==> src/rtl/acc18_pkg.sv <==
// shared types, constants and order codes of the 18-bit accumulator executor
// no dependencies
`default_nettype none

package acc18_pkg;

	localparam int STORE_DEPTH_DEF = 8192;
	localparam int WORD_W          = 18;
	localparam int MADDR_W         = 16;
	localparam int DIV_STEPS       = 36;
	localparam int IN_TDATA_W      = 40;
	localparam int IN_TUSER_W      = 2;
	localparam int OUT_TDATA_W     = 72;

	// item kinds on tuser
	localparam logic [1:0] OP_WRITE = 2'd0;
	localparam logic [1:0] OP_START = 2'd1;
	localparam logic [1:0] OP_EXEC  = 2'd2;

	// order functions
	localparam logic [3:0] F_LDB  = 4'd0;
	localparam logic [3:0] F_ADD  = 4'd1;
	localparam logic [3:0] F_NADD = 4'd2;
	localparam logic [3:0] F_STQ  = 4'd3;
	localparam logic [3:0] F_LDA  = 4'd4;
	localparam logic [3:0] F_STA  = 4'd5;
	localparam logic [3:0] F_AND  = 4'd6;
	localparam logic [3:0] F_JZ   = 4'd7;
	localparam logic [3:0] F_JMP  = 4'd8;
	localparam logic [3:0] F_JN   = 4'd9;
	localparam logic [3:0] F_INC  = 4'd10;
	localparam logic [3:0] F_STS  = 4'd11;
	localparam logic [3:0] F_MUL  = 4'd12;
	localparam logic [3:0] F_DIV  = 4'd13;
	localparam logic [3:0] F_SHF  = 4'd14;
	localparam logic [3:0] F_IO   = 4'd15;

	// fault codes
	localparam logic [2:0] FLT_NONE  = 3'd0;
	localparam logic [2:0] FLT_ADDR  = 3'd1;
	localparam logic [2:0] FLT_SHIFT = 3'd2;
	localparam logic [2:0] FLT_IO    = 3'd3;
	localparam logic [2:0] FLT_DIV0  = 3'd4;

	// fixed store words
	localparam logic [2:0] SC_L1 = 3'd0;
	localparam logic [2:0] BX_L1 = 3'd1;
	localparam logic [2:0] SC_L4 = 3'd6;
	localparam logic [2:0] BX_L4 = 3'd7;

	localparam logic [17:0] MOD_BITS     = 18'o160000;
	localparam logic [17:0] ADDR13       = 18'd8191;
	localparam logic [15:0] PROTECT_LOW  = 16'd8180;
	localparam logic [15:0] PROTECT_HIGH = 16'd8191;
	localparam logic [12:0] SHIFT_L_MAX  = 13'd2047;
	localparam logic [12:0] SHIFT_R_MIN  = 13'd6144;
	localparam logic [12:0] IO_RD_TAPE   = 13'd2048;
	localparam logic [12:0] IO_RD_TTY    = 13'd2052;
	localparam logic [12:0] IO_PUN_TAPE  = 13'd6144;
	localparam logic [12:0] IO_PUN_TTY   = 13'd6148;
	localparam logic [12:0] IO_LEVEL4    = 13'd7168;

	typedef struct packed {
		logic       busy;
		logic       done;
	} div_sts_t;

	typedef struct packed {
		logic [3:0] fc;
		logic [2:0] fault;
		logic       taken;
		logic       pv;
		logic [7:0] pc;
		logic       tp;
	} res_t;

	// functions that read an operand from store
	function automatic logic needs_opd(input logic [3:0] f);
		logic r;
		case (f) inside
			F_LDB, F_ADD, F_NADD, F_STQ, F_LDA, F_STA, F_AND,
			F_INC, F_STS, F_MUL, F_DIV: r = 1'b1;
			default: r = 1'b0;
		endcase
		return r;
	endfunction

endpackage

`default_nettype wire

==> src/rtl/acc18_div.sv <==
// iterative restoring divider, one quotient bit per cycle, unsigned magnitudes
// depends on acc18_pkg
`default_nettype none

module acc18_div
	import acc18_pkg::*;
(
	input  wire logic        clk,
	input  wire logic        arst_n,
	input  wire logic        start,
	input  wire logic [35:0] dividend,
	input  wire logic [17:0] divisor,
	output div_sts_t         sts,
	output logic      [35:0] quotient
);

	localparam int CNT_W = $clog2(DIV_STEPS + 1);

	logic [CNT_W-1:0] cnt_q;
	logic             busy_q;
	logic             done_q;
	logic [17:0]      rem_q;
	logic [35:0]      quo_q;
	logic [17:0]      dvs_q;
	logic [18:0]      shifted;
	logic [19:0]      diff;
	logic             qbit;

	assign shifted = {rem_q, quo_q[35]};
	assign diff    = {1'b0, shifted} - {2'b00, dvs_q};
	assign qbit    = ~diff[19];

	always_ff @(posedge clk or negedge arst_n) begin
		if (!arst_n) begin
			busy_q <= 1'b0;
			done_q <= 1'b0;
			cnt_q  <= '0;
		end else begin
			done_q <= 1'b0;
			if (start) begin
				busy_q <= 1'b1;
				cnt_q  <= CNT_W'(DIV_STEPS);
			end else if (busy_q) begin
				cnt_q <= cnt_q - CNT_W'(1);
				if (cnt_q == CNT_W'(1)) begin
					busy_q <= 1'b0;
					done_q <= 1'b1;
				end
			end
		end
	end

	always_ff @(posedge clk) begin
		if (start) begin
			rem_q <= '0;
			quo_q <= dividend;
			dvs_q <= divisor;
		end else if (busy_q) begin
			rem_q <= qbit ? diff[17:0] : shifted[17:0];
			quo_q <= {quo_q[34:0], qbit};
		end
	end

	assign sts.busy = busy_q;
	assign sts.done = done_q;
	assign quotient = quo_q;

endmodule

`default_nettype wire

==> config.mk <==
export PLATFORM = sky130hd
export DESIGN_NAME = acc18_div
export DESIGN_NICKNAME = d
export VERILOG_FILES = /design/src/rtl/acc18_pkg.sv /design/src/rtl/acc18_div.sv
export SDC_FILE = /design/constraint.sdc
export NUM_CORES = 1
export LEC_CHECK = 0
export BUFFER_PORTS_ARGS = -buffer_cell sky130_fd_sc_hd__buf_2
export CAP_MARGIN = 20
export CORE_MARGIN = 4
export CORE_UTILIZATION = 59
export CTS_CLUSTER_SIZE = 16
export DETAILED_ROUTE_END_ITERATION = 16
export GPL_TIMING_DRIVEN = 0
export PLACE_DENSITY = 0.82
export SETUP_SLACK_MARGIN = 0.15
export SYNTH_ARGS = -nofsm -noshare
export SYNTH_HDL_FRONTEND = slang
export SYNTH_SLANG_ARGS = --single-unit
==> constraint.sdc <==
create_clock -name clk -period 3.9 [get_ports clk]
set_clock_uncertainty 0.1 [all_clocks]
set_input_delay 0.585 -clock clk [delete_from_list [all_inputs] [get_ports clk]]
set_output_delay 0.585 -clock clk [all_outputs]
set_load 0.01 [all_outputs]
Yosys cells after proc, flatten, opt, wreduce, memory -nomap -nowiden
Index checks and enable logic that the tools add are counted.
{"block": "word_totals", "ff_bits": 80, "out_inout_bits": 38, "elab_cells": 22}
{"block": "op_classes", "add_sub_neg": 2, "eq_ne": 1, "muxes": 11, "n_bitwise": 1, "reduce_logical": 1}
{"cell": "two-way mux 36 bit", "count": 2}
{"cell": "subtractor 19 x 18 -> 20 bit", "count": 1}
{"cell": "two-way mux 18 bit", "count": 1}
{"cell": "two-way mux 6 bit", "count": 2}
{"cell": "equality test 6 x 1 -> 1 bit (second input constant)", "count": 1}
{"cell": "two-way mux 1 bit", "count": 6}
{"cell": "subtractor 6 x 1 -> 6 bit (second input constant)", "count": 1}
{"cell": "nonzero test 2 bit", "count": 1}
{"cell": "inverter 1 bit", "count": 1}

Longest topological paths before layout
Gate-level depths: netlist (run 1).
{"block": "logic_depth", "word_depth": 4, "ltp_mapped": 11, "ltp_nobuf": 10}

Worst setup path after synthesis (run 1)
Ideal clock, no wire load.
{"block": "synth_timing", "path_type": "register -> register", "startpoint": "register quo_q[35], in the netlist quotient[35]", "endpoint": "register rem_q[12]", "t_arrival_ns": 2.216, "setup_slack_ns": 1.441, "stages_incl_launch_ff": 11, "path_buffers": 0, "period_less_slack_ns": 2.459, "cell_sequence": "edfxtp_1 > inv_1 > ha_1 > inv_1 > fa_1 > a211oi_1 > o21bai_1 > o2111a_1 > or3_1 > o211ai_1 > a311oi_1"}
{"block": "synth_via", "elab_chain_len": 2}
{"element": "start: declaration", "line_no": "acc18_div.sv:23", "rtl": "logic [35:0] quo_q;"}
{"element": "start signal: assignment", "line_no": "acc18_div.sv:56", "rtl": "quo_q <= dividend;"}
{"element": "start signal: assignment", "line_no": "acc18_div.sv:60", "rtl": "quo_q <= {quo_q[34:0], qbit};"}
{"element": "subtractor 19 x 18 -> 20 bit", "line_no": "acc18_div.sv:30", "rtl": "assign diff = {1'b0, shifted} - {2'b00, dvs_q};"}
{"element": "two-way mux 18 bit", "line_no": "acc18_div.sv:59", "rtl": "rem_q <= qbit ? diff[17:0] : shifted[17:0];"}
{"element": "end signal: assignment", "line_no": "acc18_div.sv:59"}
{"element": "end: declaration", "line_no": "acc18_div.sv:22", "rtl": "logic [17:0] rem_q;"}
Every way passes these cells.
A chain may end at the register's enable or synchronous reset.

Final worst setup path (run 1)
{"block": "layout_timing", "startpoint": "input start", "endpoint": "register quo_q[27], in the netlist quotient[27] (enable)"}
{"block": "layout_via", "elab_chain_len": 1}
{"element": "start: declaration", "line_no": "acc18_div.sv:10", "rtl": "input wire logic start,"}
{"element": "nonzero test 2 bit (no line)"}
Every way passes these cells.

==> results.txt, run 1 <==
----------------------------------------------------
[Run status]
  Result of the run ... finished, final reports clean

[Pwr]
  Peak supply drop ... 0.301 mV
  Seq pwr share ... 0.409
  Lkg Pwr ... 2.21 nW
  Pwr Total ... 2.85 mW
  Fraction of power spent switching nets ... 0.364
  Internal Pwr Total ... 1.82 mW
  Clk network pwr share ... 0.221
  Part of the power in combinational logic ... 0.370
  Power density cells ... 559 mW/mm²
  Switch Pwr ... 1.04 mW

[Clocking]
  Root cell of the clock tree ... sky130_fd_sc_hd__clkbuf_8
  Clock tree sinks ... 80
  Longest Clk Path Bufs ... 2
  Count of buffers added by post-CTS timing repair for setup ... 0
  Worst-skew pair later-pin latency ... 0.35 ns
  Worst-path clk slew ... 0.09 ns
  Maximum level of the CTS H-tree ... 3
  Total clock buffers created by CTS ... 9
  CTS tree ... yes

[Die]
  Io pins ... 95
  Area inside the core boundary ... 0.00691 mm²
  Total Die Area ... 0.00869 mm²
  Starting density of the core ... 0.620
  Cell Rows ... 30
  Horizontal die dimension ... 93.2 µm
  Die H ... 93.2 µm

[Yosys]
  Share of the synthesized area in compound gates (AO/OA/AOI/OAI) ... 0.147
  EDFF count, synth ... 54
  Xor and xnor area share after synthesis ... 0.0327
  Mux contribution to synthesized area ... 0.0973
  Synth top area cells ... sky130_fd_sc_hd__edfxtp_1, sky130_fd_sc_hd__mux2_2, sky130_fd_sc_hd__dfxtp_1, sky130_fd_sc_hd__ha_1, sky130_fd_sc_hd__dfrtp_1
  Netlist area before placement ... 0.00428 mm²
  Proportion of register bits with asynchronous set or reset after synthesis ... 0.100
  Unique masters post-synth ... 54
  Yosys warning count ... 0
  Adder-Cell Fraction of Synth Area ... 0.0631
  Syn Inst Count ... 377
  Post-Syn Nets ... 455
  Mean cell area of the mapped netlist ... 11.4 µm²
  Main combinational cell family by area after synthesis ... compound AO/OA/AOI/OAI gates
  Basic-gate share of the synthesized area counting and, or, nand and nor cells ... 0.104
  Portion of the post-synthesis area used by sequential elements ... 0.509
  Top-area cell type share of the netlist area ... 0.379
  Number of flip-flops and latches in the synthesized netlist ... 80
  Cell type with the largest total area after synthesis ... sky130_fd_sc_hd__edfxtp_1
  Most instantiated flip-flop cell in the synthesis netlist ... sky130_fd_sc_hd__edfxtp_1

[Drt]
  Number of DRC violations after detailed-routing iteration 0 ... 331
  Via density per instance ... 5.83
  Wire length per cell ... 18.1 µm
  Post-detailed-route DRC marker count ... 0
  Antenna violation net count after detailed routing ... 0
  Vias ... 3412
  DRT Pass-1 Iters ... 6
  Routed wire length ... 10600 µm

[Worst setup path]
  Buffering stage count on the worst path with inverters included ... 5
  Worst path most repeated cell ... sky130_fd_sc_hd__clkbuf_1
  Crit path largest cell delay ... 0.50 ns
  Cell class contributing the biggest share of worst-path delay ... buffers and inverters
  Maximum fanout along the worst path ... 20
  Data arrival time of the critical path ... 2.81 ns
  Crit-path cells ... buf_2 -> clkbuf_1 -> nor2_1 -> clkbuf_1 -> inv_1 -> buf_16
  Req. time, crit path ... 3.91 ns
  Kind of end point of the critical path ... register
  Critical setup path kind ... primary input to register
  Slowest cell on crit path ... sky130_fd_sc_hd__inv_1
  Worst setup SP type ... primary input

[Global route]
  Overall fraction of global-route tracks in use ... 0.251
  First-pass GRT wire length ... 16900 µm
  Number of global-route vias before repair ... 3409
  Pin count of the biggest net entering global routing ... 21
  Number of antenna violations at the first check in global routing ... 0
  Final global-route overflow total ... 0

[STA]
  Post-Route Hold Slack ... 0.300 ns
  Period Utilization, post-route ... 0.719
  Achievable Freq ... 357 MHz
  RSZ-0062 raised after global routing ... no
  Final setup TNS ... 0 ns
  Number of hold violations in the final report ... 0
  Setup-violating endpoint count in the final report ... 0
  Post-route minimum period ... 2.80 ns
  Final slew viol count ... 0
  Actual slew at the worst max-slew pin ... 0.736 ns
  Max-Slew Margin vs Limit ... 0.509

[Place]
  Total half-perimeter wirelength after legalization and detailed placement ... 7720 µm
  Dpl cell area ... 0.00490 mm²
  # port buffers ... 94
  Placer Congestion ... 0.893

[Cells and area]
  Final nets ... 562
  Number of inserted filler cells in the final layout ... 487
  Antenna diodes ... 0
  Final non-filler cell area ... 0.00511 mm²
  Relative area change from synthesis to final layout ... 19.2%
  Core occupancy in the finished layout ... 0.739
  Most used cells in the layout excluding fill and tap cells ... sky130_fd_sc_hd__buf_2, sky130_fd_sc_hd__edfxtp_1, sky130_fd_sc_hd__mux2_2, sky130_fd_sc_hd__inv_1, sky130_fd_sc_hd__nand2_1
  Most common cell after layout, fill and taps aside ... sky130_fd_sc_hd__buf_2
  Share of post-route cells with drive strength above 1 ... 0.333

[Flow run]
  Max capacitance violation total ... 0

[Hold path]
  Classification of the worst-slack hold path ... primary input to register

----------------------------------------------------
cell families after synthesis:
group | after synthesis
AO/OA/AOI/OAI | 88
XOR/XNOR | 16
adder cells (fa/ha/maj) | 21
buffers and inverters | 45
flip-flops | 80
multiplexers | 37
AND/OR/NAND/NOR | 90
worst register-to-register path, cell delays in order, from the launching register on:
cell and delay [ns]:
sky130_fd_sc_hd__edfxtp_1 0.44, sky130_fd_sc_hd__inv_1 0.08, sky130_fd_sc_hd__ha_1 0.16, sky130_fd_sc_hd__inv_1 0.06, sky130_fd_sc_hd__fa_1 0.45, sky130_fd_sc_hd__a211oi_1 0.27, sky130_fd_sc_hd__o21bai_1 0.20, sky130_fd_sc_hd__o2111a_1 0.29
sky130_fd_sc_hd__or3_1 0.32, sky130_fd_sc_hd__o2111ai_1 0.11, sky130_fd_sc_hd__o211ai_1 0.12
sequential cells by signal (all words and copies together) (netlist names):
register / cells
quotient: 36
dvs_q: 18
cnt_q: 6
rem_q: 18
busy_q: 1
done_q: 1
power by group through the flow:
stage	Combinational [mW]	Clock, mW	Sequential, mW
6_report	1.06	0.629	1.17
5_1_grt	1.16	0.669	1.18
2_1_floorplan	0.743	0	1.18
3_5_place_dp	1.03	0	1.18
3_3_place_gp	0.997	0	1.18
4_1_cts	1.04	0.627	1.16
worst paths after layout:
kind	slack (ns)	depth (start not counted)	from	endpoint
min	0.30	1	divisor[12]	dvs_q[12]
max in group asynchronous	3.02	2	arst_n	cnt_q[5]
max	1.10	6	start	quotient[27]
min in group asynchronous	0.52	2	arst_n	cnt_q[3]
max reg2reg	1.18	10	quotient[35]	rem_q[10]
min reg2reg	0.38	2	rem_q[2]	rem_q[2]
metal layers:
| layer | part of all wire | GRT usage |
|---|---|---|
| met1 | 0.42 | 0.335 |
| met2 | 0.47 | 0.397 |
| met3 | 0.095 | 0.0788 |
| met4 | 0.014 | 0.0708 |
| met5 | 0 | 0 |
per-stage QoR:
| stage | setup slack, ns | instances |
|---|---|---|
| after global routing | 0.981 | 585 |
| after CTS | 1.16 | 585 |
| after floorplan | 1.44 | 377 |
| final | 1.10 | 585 |
| after global placement | 0.568 | 567 |
| after detailed placement | 0.778 | 568 |
cell type report:
cell class | instances | area (µm²) | area share
Buffer | 21 | 108 | 0.0211
Clock inverter | 6 | 67.6 | 0.0132
Inverter | 24 | 90.1 | 0.0176
Sequential cell | 80 | 2180 | 0.427
Timing Repair Buffer | 96 | 508 | 0.0995
Tap cell | 96 | 120 | 0.0235
Clock buffer | 10 | 128 | 0.0250
Multi-Input combinational cell | 252 | 1900 | 0.373
what timing repair did:
item	in CTS	in global routing
endpoints found under the hold margin	8	0
resized for setup	0	0
hold buffers	1	0
cell usage after synthesis, types with 10 or more instances:
library cell               number
sky130_fd_sc_hd__a21oi_1       17
sky130_fd_sc_hd__clkbuf_1      12
sky130_fd_sc_hd__dfxtp_1       18
sky130_fd_sc_hd__edfxtp_1      54
sky130_fd_sc_hd__ha_1          20
sky130_fd_sc_hd__inv_1         24
sky130_fd_sc_hd__mux2_2        37
sky130_fd_sc_hd__nand2_1       24
sky130_fd_sc_hd__nor2_1        21
sky130_fd_sc_hd__o211ai_1      10
sky130_fd_sc_hd__o21ai_0       12
Note: power is estimated with default switching activity, not from simulation.
==> inputs of run 2 (changes only) <==
--- a/config.mk
+++ b/config.mk
@@ -8,11 +8,11 @@
 export BUFFER_PORTS_ARGS = -buffer_cell sky130_fd_sc_hd__buf_2
 export CAP_MARGIN = 20
 export CORE_MARGIN = 4
-export CORE_UTILIZATION = 59
+export CORE_UTILIZATION = 55
 export CTS_CLUSTER_SIZE = 16
 export DETAILED_ROUTE_END_ITERATION = 16
 export GPL_TIMING_DRIVEN = 0
-export PLACE_DENSITY = 0.82
+export PLACE_DENSITY = 0.77
 export SETUP_SLACK_MARGIN = 0.15
 export SYNTH_ARGS = -nofsm -noshare
 export SYNTH_HDL_FRONTEND = slang
==> constraint.sdc (replaced) <==
create_clock -name clk -period 2.7 [get_ports clk]
set_clock_uncertainty 0.1 [all_clocks]
set_input_delay 0.405 -clock clk [delete_from_list [all_inputs] [get_ports clk]]
set_output_delay 0.405 -clock clk [all_outputs]
set_load 0.01 [all_outputs]
==> run 2 against run 1 <==
First-iteration DRC count down 41%. Combinational power up 52%. Largest power group unchanged. Critical endpoint is now rem_q[10]. Largest cell class unchanged. Sequential share of layout area down 1.1 points. Sequential cell count unchanged. Wire length down 2.3%. Register-to-register slack worse by 0.99 ns. Non-clock buffer count up 7. Core utilization down 3.1 points. Power up 47%. Hold slack worse by 0.17 ns. Clock power up 40%. Cell count up 1.7%.
==> results.txt, run 2 (synthesis results as in run 1) <==
----------------------------------------------------
[STA]
  Actual slew at the worst max-slew pin ... 0.550 ns
  Period Utilization, post-route ... 0.929
  Max-Slew Margin vs Limit ... 0.632
  Post-route minimum period ... 2.51 ns
  Number of hold violations in the final report ... 0
  Final slew viol count ... 0
  Final setup TNS ... 0 ns
  Achievable Freq ... 398 MHz
  Setup-violating endpoint count in the final report ... 0
  RSZ-0062 raised after global routing ... yes
  Post-Route Hold Slack ... 0.127 ns

[Worst setup path]
  Worst setup SP type ... register
  Maximum fanout along the worst path ... 6
  Data arrival time of the critical path ... 2.63 ns
  Reg-to-reg critical path startpoint ... quotient[35]
  Req. time, crit path ... 2.82 ns
  Register-to-Register Path Depth ... 10
  Kind of end point of the critical path ... register
  Register-to-register setup slack ... 0.19 ns
  End of the worst register-to-register path ... rem_q[10]
  Critical setup path kind ... register to register
  Critical path origin ... quotient[35]
  Endpoint of the worst setup timing path ... rem_q[10]

[Cells and area]
  Most used cells in the layout excluding fill and tap cells ... sky130_fd_sc_hd__buf_2, sky130_fd_sc_hd__edfxtp_1, sky130_fd_sc_hd__mux2_2, sky130_fd_sc_hd__nand2_1, sky130_fd_sc_hd__inv_1
  Final std cells w/o fill ... 595
  Most common cell after layout, fill and taps aside ... sky130_fd_sc_hd__buf_2
  Relative area change from synthesis to final layout ... 22.5%
  Max FFs per register ... 36
  Final nets ... 569
  Number of inserted filler cells in the final layout ... 554
  Core occupancy in the finished layout ... 0.708
  Antenna diodes ... 0
  Share of post-route cells with drive strength above 1 ... 0.375

[Drt]
  Wire length per cell ... 17.4 µm
  DRT Pass-1 Iters ... 5
  Post-detailed-route DRC marker count ... 0
  Antenna violation net count after detailed routing ... 0
  Vias ... 3457
  Routed wire length ... 10300 µm
  Via density per instance ... 5.81
  Number of DRC violations after detailed-routing iteration 0 ... 194

[Global route]
  Overall fraction of global-route tracks in use ... 0.239
  Number of antenna violations at the first check in global routing ... 0
  Number of global-route vias before repair ... 3455
  Final global-route overflow total ... 0
  Pin count of the biggest net entering global routing ... 20
  First-pass GRT wire length ... 17000 µm

[Die]
  Io pins ... 95
  Total Die Area ... 0.00926 mm²
  Area inside the core boundary ... 0.00741 mm²
  Cell Rows ... 31
  Starting density of the core ... 0.578
  Die H ... 96.2 µm
  Horizontal die dimension ... 96.2 µm

[Clocking]
  Maximum level of the CTS H-tree ... 3
  CTS tree ... yes
  Worst-path clk slew ... 0.09 ns
  Longest Clk Path Bufs ... 2
  Worst-skew pair later-pin latency ... 0.35 ns
  Root cell of the clock tree ... sky130_fd_sc_hd__clkbuf_8
  Clock tree sinks ... 80
  Total clock buffers created by CTS ... 9

[Pwr]
  Pwr Total ... 4.18 mW
  Peak supply drop ... 0.437 mV
  Lkg Pwr ... 2.26 nW
  Power density cells ... 798 mW/mm²

[Place]
  Total half-perimeter wirelength after legalization and detailed placement ... 7480 µm
  Placer Congestion ... 0.958
  Cell count after placement ... 571
  # port buffers ... 94

[Flow run]
  Max capacitance violation total ... 0

[Hold path]
  Classification of the worst-slack hold path ... primary input to register

[Run status]
  Result of the run ... finished, final reports clean

----------------------------------------------------
run 2: changes by cell type in the layout (fill, tap and decap cells not counted), sizes merged:
cell	before	now
buf	104	110
clkbuf	22	23
clkinv	1	3
inv	26	24
run 2: worst min-delay path by stage:
| stage | start | end | depth (start not counted) |
|---|---|---|---|
| 2_1_floorplan | arst_n | busy_q | 0 |
| 3_3_place_gp | arst_n | cnt_q[5] | 1 |
| 3_5_place_dp | arst_n | done_q | 1 |
| 4_1_cts | divisor[4] | dvs_q[4] | 1 |
| 5_1_grt | divisor[3] | dvs_q[3] | 1 |
| 6_report | divisor[4] | dvs_q[4] | 1 |
run 2: final cells by class:
type                       count  area, µm²  share of cell area
clock inverter                 6       67.6              0.0129
sequential                    80       2180               0.416
clock buffer                  10        128              0.0243
buffer                        21        113              0.0215
inverter                      24       93.8              0.0179
timing repair buffer         103        561               0.107
tap                           99        124              0.0236
multi-input combinational    252       1980               0.377
run 2: power by group:
part	switching (mW)	internal (mW)
clock network	0.452	0.432
registers	0.153	1.53
logic	0.901	0.713
total	1.51	2.68
run 2: what timing repair did:
action,in CTS,in global routing
setup endpoints to repair,29,42
pin swaps,0,10
gates cloned,0,0
hold buffers,1,0
endpoints found under the hold margin,8,0
buffers inserted,2,5
resized for setup,6,16
run 2: through the flow:
| stage | worst slack, ns | cell area (µm²) |
|---|---|---|
| after floorplan | 0.241 | 4280 |
| after global placement | -0.587 | 4880 |
| after detailed placement | -0.369 | 4900 |
| after CTS | 0.156 | 5150 |
| after global routing | 0.0764 | 5250 |
| final | 0.191 | 5250 |
run 2: critical path, stage by stage (launching register included):
cell and delay [ns]:
sky130_fd_sc_hd__edfxtp_1 0.43, sky130_fd_sc_hd__inv_1 0.08, sky130_fd_sc_hd__ha_2 0.18, sky130_fd_sc_hd__inv_2 0.04, sky130_fd_sc_hd__fa_2 0.39, sky130_fd_sc_hd__a211oi_2 0.22, sky130_fd_sc_hd__o21bai_2 0.13, sky130_fd_sc_hd__o2111a_1 0.27
sky130_fd_sc_hd__or3_1 0.33, sky130_fd_sc_hd__o2111ai_2 0.10, sky130_fd_sc_hd__o211ai_1 0.12
run 2: routing by layer:
layer,wire [µm],part of all wire,GRT usage
met5,0,0,0
met4,115,0.011,0.0699
met3,780,0.075,0.0610
met2,4940,0.48,0.390
met1,4500,0.44,0.315
